### src/sv/vvm_pkg.sv
// ----------------------------------------------------------------------------
// vvm_pkg
// Shared types and constants for the VLAN to VNI mapping table.
// ----------------------------------------------------------------------------
`default_nettype none

package vvm_pkg;

  localparam int TABLE_ENTRIES = 64;
  localparam int IDX_W  = (TABLE_ENTRIES > 1) ? $clog2(TABLE_ENTRIES) : 1;
  localparam int KIND_W = 3;
  localparam int VLAN_W = 12;
  localparam int VNI_W  = 24;
  localparam int STAT_W = 2;

  typedef enum logic [KIND_W-1:0] {
    KIND_ADD         = 3'd0,
    KIND_REMOVE      = 3'd1,
    KIND_LOOKUP_VLAN = 3'd2,
    KIND_LOOKUP_VNI  = 3'd3,
    KIND_CLEAR       = 3'd4
  } kind_t;

  typedef enum logic [STAT_W-1:0] {
    STAT_OK        = 2'd0,
    STAT_VNI_OWNED = 2'd1,
    STAT_NOT_FOUND = 2'd2,
    STAT_FULL      = 2'd3
  } status_t;

  typedef enum logic [1:0] {
    ST_IDLE,
    ST_SCAN,
    ST_DRAIN,
    ST_DECIDE
  } state_t;

  typedef struct packed {
    logic [VLAN_W-1:0] vlan;
    logic [VNI_W-1:0]  vni;
  } entry_t;

endpackage

`default_nettype wire

### src/sv/vvm_req_if.sv
// ----------------------------------------------------------------------------
// vvm_req_if
// Request channel: operation kind, VLAN and VNI with valid/ready handshake.
// ----------------------------------------------------------------------------
`default_nettype none

interface vvm_req_if;
  logic                       valid;
  logic                       ready;
  logic [vvm_pkg::KIND_W-1:0] kind;
  logic [vvm_pkg::VLAN_W-1:0] vlan_id;
  logic [vvm_pkg::VNI_W-1:0]  vni;

  modport source (output valid, kind, vlan_id, vni, input ready);
  modport sink   (input valid, kind, vlan_id, vni, output ready);
endinterface

`default_nettype wire

### src/sv/vvm_rsp_if.sv
// ----------------------------------------------------------------------------
// vvm_rsp_if
// Response channel: status and found identifiers with valid/ready handshake.
// ----------------------------------------------------------------------------
`default_nettype none

interface vvm_rsp_if;
  logic                       valid;
  logic                       ready;
  logic [vvm_pkg::STAT_W-1:0] status;
  logic [vvm_pkg::VLAN_W-1:0] found_vlan;
  logic [vvm_pkg::VNI_W-1:0]  found_vni;

  modport source (output valid, status, found_vlan, found_vni, input ready);
  modport sink   (input valid, status, found_vlan, found_vni, output ready);
endinterface

`default_nettype wire

### src/sv/vlan_vni_mapping_table.sv
// ----------------------------------------------------------------------------
// vlan_vni_mapping_table
// Bounded one-to-one VLAN/VNI table held in a single-port entry RAM with
// per-entry valid flops. Every request scans the whole RAM, then commits.
// ----------------------------------------------------------------------------
// a request is accepted in ST_IDLE, read through every entry in ST_SCAN and
//   ST_DRAIN, committed in ST_DECIDE and held in the response register
// one request is in the block at a time; its pace is
//   set by the linear scan through the entry RAM, one read per cycle
// the response register frees the request side while a response waits
// reset clears the valid flops at once: the table is empty, no clearing pass
`default_nettype none

module vlan_vni_mapping_table (
  input  wire          clk,
  input  wire          rst,
  vvm_req_if.sink      req,
  vvm_rsp_if.source    rsp
);

  localparam int N     = vvm_pkg::TABLE_ENTRIES;
  localparam int IDX_W = vvm_pkg::IDX_W;
  localparam logic [IDX_W-1:0] LAST_IDX = IDX_W'(N - 1);

  vvm_pkg::state_t state, state_next;

  // latched request
  vvm_pkg::kind_t              r_kind;
  logic [vvm_pkg::VLAN_W-1:0]  r_vlan;
  logic [vvm_pkg::VNI_W-1:0]   r_vni;

  // entry store
  vvm_pkg::entry_t             mem [N];
  vvm_pkg::entry_t             rd_data;
  logic [N-1:0]                vld;

  logic [IDX_W-1:0]            cnt;
  logic                        p_vld;
  logic [IDX_W-1:0]            p_idx;
  logic                        p_vb;

  // scan results
  logic                        at_hit;
  logic [IDX_W-1:0]            at_idx;
  logic [vvm_pkg::VNI_W-1:0]   at_vni;
  logic                        own_hit;
  logic [IDX_W-1:0]            own_idx;
  logic [vvm_pkg::VLAN_W-1:0]  own_vlan;
  logic                        free_hit;
  logic [IDX_W-1:0]            free_idx;

  // response register
  logic                        out_valid;
  vvm_pkg::status_t            out_status;
  logic [vvm_pkg::VLAN_W-1:0]  out_vlan;
  logic [vvm_pkg::VNI_W-1:0]   out_vni;

  logic                        accept;
  logic                        issue;
  logic                        decide;

  // commit decisions
  vvm_pkg::status_t            d_status;
  logic [vvm_pkg::VLAN_W-1:0]  d_vlan;
  logic [vvm_pkg::VNI_W-1:0]   d_vni;
  logic                        mem_we;
  logic [IDX_W-1:0]            mem_waddr;
  vvm_pkg::entry_t             mem_wdata;
  logic                        vld_set;
  logic                        vld_clr;
  logic [IDX_W-1:0]            vld_idx;
  logic                        clr_all;

  logic                        m_vlan;
  logic                        m_vni;

  // next state
  always_comb begin
    state_next = state;
    case (state)
      vvm_pkg::ST_IDLE: begin
        if (req.valid) state_next = vvm_pkg::ST_SCAN;
      end
      vvm_pkg::ST_SCAN: begin
        if (cnt == LAST_IDX) state_next = vvm_pkg::ST_DRAIN;
      end
      vvm_pkg::ST_DRAIN: begin
        state_next = vvm_pkg::ST_DECIDE;
      end
      vvm_pkg::ST_DECIDE: begin
        if (!out_valid || rsp.ready) state_next = vvm_pkg::ST_IDLE;
      end
      default: begin
        state_next = vvm_pkg::ST_IDLE;
      end
    endcase
  end

  // control outputs
  always_comb begin
    req.ready = 1'b0;
    issue     = 1'b0;
    decide    = 1'b0;
    case (state)
      vvm_pkg::ST_IDLE:   req.ready = 1'b1;
      vvm_pkg::ST_SCAN:   issue     = 1'b1;
      vvm_pkg::ST_DRAIN:  ;
      vvm_pkg::ST_DECIDE: decide    = !out_valid || rsp.ready;
      default:            ;
    endcase
  end

  assign accept = req.valid && req.ready;

  always_ff @(posedge clk) begin
    if (rst) begin
      state <= vvm_pkg::ST_IDLE;
    end else begin
      state <= state_next;
    end
  end

  always_ff @(posedge clk) begin
    if (accept) begin
      r_kind <= vvm_pkg::kind_t'(req.kind);
      r_vlan <= req.vlan_id;
      r_vni  <= req.vni;
    end
  end

  // scan address and read pipeline
  always_ff @(posedge clk) begin
    if (rst) begin
      cnt   <= '0;
      p_vld <= 1'b0;
    end else begin
      p_vld <= issue;
      if (accept) begin
        cnt <= '0;
      end else if (issue && cnt != LAST_IDX) begin
        cnt <= cnt + 1'b1;
      end
    end
  end

  always_ff @(posedge clk) begin
    if (issue) begin
      rd_data <= mem[cnt];
      p_idx   <= cnt;
      p_vb    <= vld[cnt];
    end
    if (mem_we) begin
      mem[mem_waddr] <= mem_wdata;
    end
  end

  assign m_vlan = p_vb && (rd_data.vlan == r_vlan);
  assign m_vni  = p_vb && (rd_data.vni == r_vni);

  // first match of each kind wins
  always_ff @(posedge clk) begin
    if (rst || accept) begin
      at_hit   <= 1'b0;
      own_hit  <= 1'b0;
      free_hit <= 1'b0;
    end else if (p_vld) begin
      if (m_vlan && !at_hit) begin
        at_hit <= 1'b1;
        at_idx <= p_idx;
        at_vni <= rd_data.vni;
      end
      if (m_vni && !own_hit) begin
        own_hit  <= 1'b1;
        own_idx  <= p_idx;
        own_vlan <= rd_data.vlan;
      end
      if (!p_vb && !free_hit) begin
        free_hit <= 1'b1;
        free_idx <= p_idx;
      end
    end
  end

  // commit logic
  always_comb begin
    d_status  = vvm_pkg::STAT_OK;
    d_vlan    = '0;
    d_vni     = '0;
    mem_we    = 1'b0;
    mem_waddr = at_idx;
    mem_wdata = '{vlan: r_vlan, vni: r_vni};
    vld_set   = 1'b0;
    vld_clr   = 1'b0;
    vld_idx   = at_idx;
    clr_all   = 1'b0;
    case (r_kind)
      vvm_pkg::KIND_ADD: begin
        if (at_hit) begin
          if (at_vni == r_vni) begin
            d_status = vvm_pkg::STAT_OK;
          end else if (own_hit && own_idx != at_idx) begin
            d_status = vvm_pkg::STAT_VNI_OWNED;
          end else begin
            mem_we = decide;
          end
        end else if (own_hit) begin
          d_status = vvm_pkg::STAT_VNI_OWNED;
        end else if (!free_hit) begin
          d_status = vvm_pkg::STAT_FULL;
        end else begin
          mem_we    = decide;
          mem_waddr = free_idx;
          vld_set   = decide;
          vld_idx   = free_idx;
        end
      end
      vvm_pkg::KIND_REMOVE: begin
        if (at_hit) vld_clr = decide;
        else        d_status = vvm_pkg::STAT_NOT_FOUND;
      end
      vvm_pkg::KIND_LOOKUP_VLAN: begin
        if (at_hit) d_vni = at_vni;
        else        d_status = vvm_pkg::STAT_NOT_FOUND;
      end
      vvm_pkg::KIND_LOOKUP_VNI: begin
        // vni zero never matches a lookup
        if (own_hit && r_vni != '0) d_vlan = own_vlan;
        else                        d_status = vvm_pkg::STAT_NOT_FOUND;
      end
      vvm_pkg::KIND_CLEAR: begin
        clr_all = decide;
      end
      default: ;
    endcase
  end

  always_ff @(posedge clk) begin
    if (rst || clr_all) begin
      vld <= '0;
    end else if (vld_set) begin
      vld[vld_idx] <= 1'b1;
    end else if (vld_clr) begin
      vld[vld_idx] <= 1'b0;
    end
  end

  always_ff @(posedge clk) begin
    if (rst) begin
      out_valid <= 1'b0;
    end else if (decide) begin
      out_valid <= 1'b1;
    end else if (rsp.ready) begin
      out_valid <= 1'b0;
    end
  end

  always_ff @(posedge clk) begin
    if (decide) begin
      out_status <= d_status;
      out_vlan   <= d_vlan;
      out_vni    <= d_vni;
    end
  end

  assign rsp.valid      = out_valid;
  assign rsp.status     = out_status;
  assign rsp.found_vlan = out_vlan;
  assign rsp.found_vni  = out_vni;

`ifndef ASSERT_OFF
  a_accept_starts_scan: assert property (@(posedge clk) disable iff (rst)
    accept |=> (state == vvm_pkg::ST_SCAN && cnt == '0))
    else $error("request accept did not start a scan from entry zero");

  a_decide_gives_rsp: assert property (@(posedge clk) disable iff (rst)
    decide |=> rsp.valid)
    else $error("commit did not load the response register");

  a_same_pair_same_entry: assert property (@(posedge clk) disable iff (rst)
    (state == vvm_pkg::ST_DECIDE && at_hit && at_vni == r_vni)
      |-> (own_hit && own_idx == at_idx))
    else $error("vlan match and vni match disagree on the entry");

  a_clear_empties: assert property (@(posedge clk) disable iff (rst)
    clr_all |=> (vld == '0))
    else $error("clear left valid entries");

  a_miss_zero_fields: assert property (@(posedge clk) disable iff (rst)
    (rsp.valid && rsp.status != vvm_pkg::STAT_OK)
      |-> (rsp.found_vlan == '0 && rsp.found_vni == '0))
    else $error("non-ok response carries found identifiers");
`endif

endmodule

`default_nettype wire

### src/flat_wrapper.sv
// flat-port wrapper written by rule: the top's interface ports become plain ports
module vlan_vni_mapping_table_flat 
  (clk, rst, req_valid, req_kind, req_vlan_id, req_vni, req_ready, rsp_valid, rsp_status, rsp_found_vlan, rsp_found_vni, rsp_ready);
  vvm_req_if req_i ();
  vvm_rsp_if rsp_i ();
  input  wire clk;
  input  wire rst;
  input wire logic [$bits(req_i.valid)-1:0] req_valid;
  input wire logic [$bits(req_i.kind)-1:0] req_kind;
  input wire logic [$bits(req_i.vlan_id)-1:0] req_vlan_id;
  input wire logic [$bits(req_i.vni)-1:0] req_vni;
  output wire logic [$bits(req_i.ready)-1:0] req_ready;
  output wire logic [$bits(rsp_i.valid)-1:0] rsp_valid;
  output wire logic [$bits(rsp_i.status)-1:0] rsp_status;
  output wire logic [$bits(rsp_i.found_vlan)-1:0] rsp_found_vlan;
  output wire logic [$bits(rsp_i.found_vni)-1:0] rsp_found_vni;
  input wire logic [$bits(rsp_i.ready)-1:0] rsp_ready;
  assign req_i.valid = req_valid;
  assign req_i.kind = req_kind;
  assign req_i.vlan_id = req_vlan_id;
  assign req_i.vni = req_vni;
  assign req_ready = req_i.ready;
  assign rsp_valid = rsp_i.valid;
  assign rsp_status = rsp_i.status;
  assign rsp_found_vlan = rsp_i.found_vlan;
  assign rsp_found_vni = rsp_i.found_vni;
  assign rsp_i.ready = rsp_ready;
  vlan_vni_mapping_table u_core (.clk(clk), .rst(rst), .req(req_i), .rsp(rsp_i));
endmodule
### config.mk
export PLATFORM = sky130hd
export DESIGN_NAME = vlan_vni_mapping_table_flat
export DESIGN_NICKNAME = d
export VERILOG_FILES = /design/src/sv/vvm_pkg.sv /design/src/sv/vvm_req_if.sv /design/src/sv/vvm_rsp_if.sv /design/src/sv/vlan_vni_mapping_table.sv /design/src/flat_wrapper.sv
export SDC_FILE = /design/constraint.sdc
export NUM_CORES = 2
export LEC_CHECK = 0
export ABC_CLOCK_PERIOD_IN_PS = 8100
export BUFFER_PORTS_ARGS = -buffer_cell sky130_fd_sc_hd__buf_2
export CORE_ASPECT_RATIO = 1.25
export CORE_MARGIN = 5
export CORE_UTILIZATION = 55
export DETAILED_ROUTE_END_ITERATION = 8
export PLACE_DENSITY = 0.69
export SYNTH_ARGS = -nofsm -noshare
export SYNTH_HDL_FRONTEND = slang
export SYNTH_SLANG_ARGS = --single-unit
### constraint.sdc
create_clock -name clk -period 8.1 [get_ports clk]
set_input_delay 1.62 -clock clk [delete_from_list [all_inputs] [get_ports clk]]
set_output_delay 1.62 -clock clk [all_outputs]
set_load 0.1 [all_outputs]
---- Word-level counts from Yosys, hierarchy flattened ----
Memories as Yosys holds them, arrays and structs flattened. A register that Yosys moved wholly into a read port is not among the register bits.
Index checks and enable logic that the tools add are counted.
word-level totals
  register bits ........................... 215
  bits in writable memories ............... 2304
  input port bits ......................... 43
  output and inout bits ................... 40
  word-level logic and storage cells ...... 120
  memories kept ........................... 1
operators by class
  add/sub/neg operators ................... 1
  $lt $le $gt $ge ......................... 3
  eq/ne operators ......................... 16
  mux-type cells .......................... 40
  bitwise logic cells ..................... 4
  reduce and logical (&&, ||, !) cells .... 34
memory list
  name        depth  bits a word  rd ports  clocked after memory_dff  write ports  line                          RTL
  u_core.mem  64     36           1         1                         1            vlan_vni_mapping_table.sv:33  vvm_pkg::entry_t mem [N];
operators by type and width
  kind                                                                number
  2-to-1 mux 64 bit                                                   2
  bitwise AND 64 bit                                                  1
  inverter 64 bit                                                     1
  bitwise OR 64 bit                                                   1
  equality test 24 bit                                                2
  2-to-1 mux 6 bit                                                    4
  nonzero test 24 bit                                                 1
  2-to-1 mux 1 bit                                                    21
  2-to-1 mux 2 bit                                                    9
  less-than comparator 6 x 7 -> 1 bit (second input constant)         2
  equality test 12 bit                                                1
  AND reduction 3 bit                                                 4
  logical AND 1 bit                                                   10
  AND reduction 2 bit                                                 5
  one-hot mux 2 bit (4 select lines)                                  1
  adder 6 x 1 -> 6 bit (second input constant)                        1
  binary-select mux 1 bit (select 6 bit)                              1
  demux 1 bit (select 6 bit)                                          1
  equality test 3 x 2 -> 1 bit (second input constant)                2
  equality test 6 bit (second input constant)                         1
  greater-or-equal comparator 6 x 1 -> 1 bit (second input constant)  1
  inequality test 6 bit                                               1
  inequality test 6 bit (second input constant)                       1
  one-hot mux 2 bit (3 select lines)                                  1
  other kinds (13)                                                    23

---- Logic depth before layout (Yosys ltp) ----
  depth in word-level cells ............... 12
  depth in mapped cells ................... 10
  gate-level depth less buffers ........... 7

---- Least setup slack after synthesis ----
Ideal clock, no wire load.
  kind .................................... input-to-reg
  start ................................... input rsp_ready
  end ..................................... memory u_core.mem[10][0] (netlist name) (enable)
  library setup time ...................... 0.484 ns
  arrival ................................. 5.966 ns
  required time ........................... 7.616 ns
  slack ................................... 1.650 ns
  stages on the path ...................... 6
  cell sequence ........................... nand2b_1 > nand2_1 > inv_1 > nand3_1 > clkbuf_1 > a211oi_1
on the way
  cells in the longest elaborated chain, start to end .. 8
  elaborated cells on any way between the ends .. 10
  classes of those cells .................. mux (9); reduce/logical (1)
ends and longest elaborated chain
  element                                     line                                                          RTL
  start, declared                             flat_wrapper.sv:17                                            input wire logic [$bits(rsp_i.ready)-1:0] rsp_ready;
  logical OR 1 bit (*)                        vlan_vni_mapping_table.sv:108                                 vvm_pkg::ST_DECIDE: decide = !out_valid || rsp.ready;
  2-to-1 mux 1 bit (*)                        vlan_vni_mapping_table.sv:104                                 case (state)
  net u_core.decide                           vlan_vni_mapping_table.sv:60                                  logic decide;
  2-to-1 mux 1 bit, on equally long branches  vlan_vni_mapping_table.sv:208, vlan_vni_mapping_table.sv:201
  2-to-1 mux 1 bit, on equally long branches  vlan_vni_mapping_table.sv:206, vlan_vni_mapping_table.sv:199
  2-to-1 mux 1 bit (*)                        vlan_vni_mapping_table.sv:198                                 if (at_hit) begin
  2-to-1 mux 1 bit (*)                        vlan_vni_mapping_table.sv:196                                 case (r_kind)
  2-to-1 mux 1 bit (*)                        vlan_vni_mapping_table.sv:152                                 if (mem_we) begin
  2-to-1 mux 1 bit (not written as such) (*)  vlan_vni_mapping_table.sv:153                                 mem[mem_waddr] <= mem_wdata;
  end, declared                               vlan_vni_mapping_table.sv:33
Mark *: on every way through the listed nets, which the timed path passes. The rest lies on a longest branch.

---- Final worst setup path ----
  start ................................... input rsp_ready
  end ..................................... memory u_core.mem[38][9] (netlist name) (enable)
Same word-level chain as after synthesis.

==> run metrics <==
run status=finished clean; # nets final=4,903; Max VDD drop=0.2787 mV; Synth Register Bits=2,555; commonest non-fill, non-tap cell in the layout=edfxtp_1; RD Place Congestion=0.8982; max incr delay on CP=720 ps; die height=482.6 um; number of buffer and inverter stages on the critical path=4; Slew @ Worst Pin=1429 ps; via count=50.14k; clock latency on the worst-skew pair=870 ps; Synth Instances=4,635; Rel. slew slack=1.996%; Post-Place Setup Slack=3028 ps; worst path required time=8610 ps; vias in the first global route=49.16k; Post-DP Area=102,800 um^2; crit end category=flop; fmax=0.2347 GHz; post-synthesis area per instance=21.21 um^2; worst min path class=reg -> reg; DR pass1 iterations=6; Initial Utilization=55.31%; Num CTS Buffers=229; CP dominant cell by count=buf_4; Tmin final=4260 ps; CP cell instances=buf_2, nand2b_1, nand2_1, inv_2, nand3_4, buf_4, a211oi_4, buf_4; area of the mapped netlist=98,290 um^2; register area share after synthesis=77.28%; Max Transition Viols Final=0; Crit Path Class=in -> reg; Area contributors post-synth=edfxtp_1, mux4_2, dfxtp_1; port bufs=82; share of the synthesized area in the top cell type=75.71%; # Post-CTS Setup Buffers=0; first-pass GRT wire length=377,100 um; Synth Net Count=4,683; Tot GR Track Use=28.70%; CTS tree=yes; Layout Cells excl Fill=7,419; root buffer cell=clkbuf_16; hold_buf cts=0; I/O pin count=83; wire length per cell=36.41 um; die width=388.1 um; Final Instance Area=110,000 um^2; Placed Cells=6,986; Cell Pwr Density=282.7 nW/um^2; maxcap violations=0; EDFF count, synth=2,478; Post-route DRC=0; Critical Path Start Type=input port; Yosys cell types=53; Fill cells=12.01k; Final Hold Fails=0; area delta synth->final=11.97%; WL final=270,100 um; CP max FO=29; routed via count divided by cell count=6.758; Post-DRT Antenna Nets=0; DRT iter0 DRCs=7,719; CP max-delay cell=nand3_4; CP arrival=4780 ps; clk slew on worst S/H paths=60 ps; number of H-tree levels=4; fin util=61.93%; # rows=173; pin count of the biggest net entering global routing=97; period utilisation layout=52.60%; setup_tns=0 ps; Clock Tree Buf Depth=3; grt total ovfl=0; Post-synth ARST share=0%; total number of yosys warnings=0; leading area contributor after synthesis=edfxtp_1; Most used DFF post-synth=edfxtp_1; unrepaired setup endpoints after global routing=no; leakage power=0.03313 uW; core area=177,700 um^2; die area=187,300 um^2; final worst setup slack=3840 ps; CTS sink count=2,555; # setup viols final=0; commonest cells after routing, fill and taps aside=edfxtp_1, mux4_2, clkbuf_16, a21oi_1, buf_4; proportion of layout cells with a drive suffix above 1=25.57%; post-CTS resize count=0; Top Family by Delay on Critical Path=buffers and inverters; initial antenna violation count=22; clock skew=33.19 ps; HPWL Detailed=159,800 um
## where the power goes
group          internal, uW  switching (uW)
clock network          5860            4710
logic                  1710            3130
registers             15500             263
total                 23000            8100
## Yosys cell counts (46+ instances only)
library cell	n
o31ai_1	65
mux4_2	554
clkbuf_1	137
a21oi_1	186
and2_1	46
dfxtp_1	77
buf_2	65
nand2_1	100
edfxtp_1	2478
a211oi_1	82
mux2i_1	94
xor2_1	53
mux2_2	64
a22oi_1	167
nand3_1	96
## metrics by stage
step / total power (uW) / hold slack, ps
2_1_floorplan: 19010 / 406.4
3_3_place_gp: 20760 / 445.6
3_5_place_dp: 20840 / 455.7
4_1_cts: 31250 / 468.2
5_1_grt: 32020 / 487.3
6_report: 31110 / 470.0
## worst paths after layout
check / slack [ps] / startpoint / endpoint / cells past startpoint
worst max-delay path: 3840 / rsp_ready / u_core.mem[38][9] / 8
worst min-delay path: 470 / flop / flop / 2
worst max register to register: 3860 / u_core.r_vni[13] / u_core.mem[29][27] / 8
worst min register to register: 470 / flop / flop / 2
## final cells by class
| cell class | instances | area [um^2] | share of cell area [%] |
|---|---|---|---|
| Inverter | 8 | 30.03 | 0.02729 |
| Timing Repair Buffer | 264 | 1889 | 1.717 |
| Antenna cell | 9 | 22.52 | 0.02047 |
| Multi-Input combinational cell | 1797 | 21960 | 19.95 |
| Sequential cell | 2555 | 75970 | 69.03 |
| Clock inverter | 127 | 1092 | 0.9926 |
| Clock buffer | 297 | 6133 | 5.573 |
| Tap cell | 2362 | 2955 | 2.685 |
## metal layers
metal | GRT usage, % | vias up | routed length (um)
li1 | - | 19930 | -
met1 | 37.80 | 26350 | 94310
met2 | 45.24 | 3213 | 128700
met3 | 6.773 | 639 | 29020
met4 | 15.30 | 8 | 17980
met5 | 0 | - | 54
## state kept, by name, summed over array words and instances (netlist names), 2 cells and up, named ones only
| name | count |
|---|---|
| u_core.r_vni | 24 |
| u_core.p_idx | 6 |
| u_core.own_idx | 6 |
| u_core.state | 2 |
| u_core.cnt | 6 |
| u_core.rd_data | 36 |
| u_core.rsp.found_vlan | 12 |
| u_core.r_vlan | 12 |
| u_core.at_idx | 6 |
| u_core.mem | 2304 |
| u_core.rsp.status | 2 |
| u_core.at_vni | 24 |
| u_core.rsp.found_vni | 24 |
| u_core.own_vlan | 12 |
| u_core.r_kind | 3 |
| u_core.free_idx | 6 |
## worst reg2reg max path, delay by kind of cell, from the launching register on
kind / cells / cell delay (ps)
xor+xnor: 1 / 290
compound gates: 2 / 1420
flops: 1 / 330
buf+inv: 3 / 1580
simple gates: 2 / 270
## cell families after synthesis
| group | count (synthesis) | synth area share [%] |
|---|---|---|
| xor gates and xnor gates | 70 | 0.6238 |
| adders and majority gates | 5 | 0.06365 |
| and+or+nand+nor | 383 | 2.004 |
| muxes | 716 | 14.43 |
| DFF | 2555 | 77.28 |
| AOI/OAI and AO/OA | 623 | 4.216 |
| buffers and inverters | 283 | 1.385 |
No activity file was read; power rests on OpenSTA's default activity.
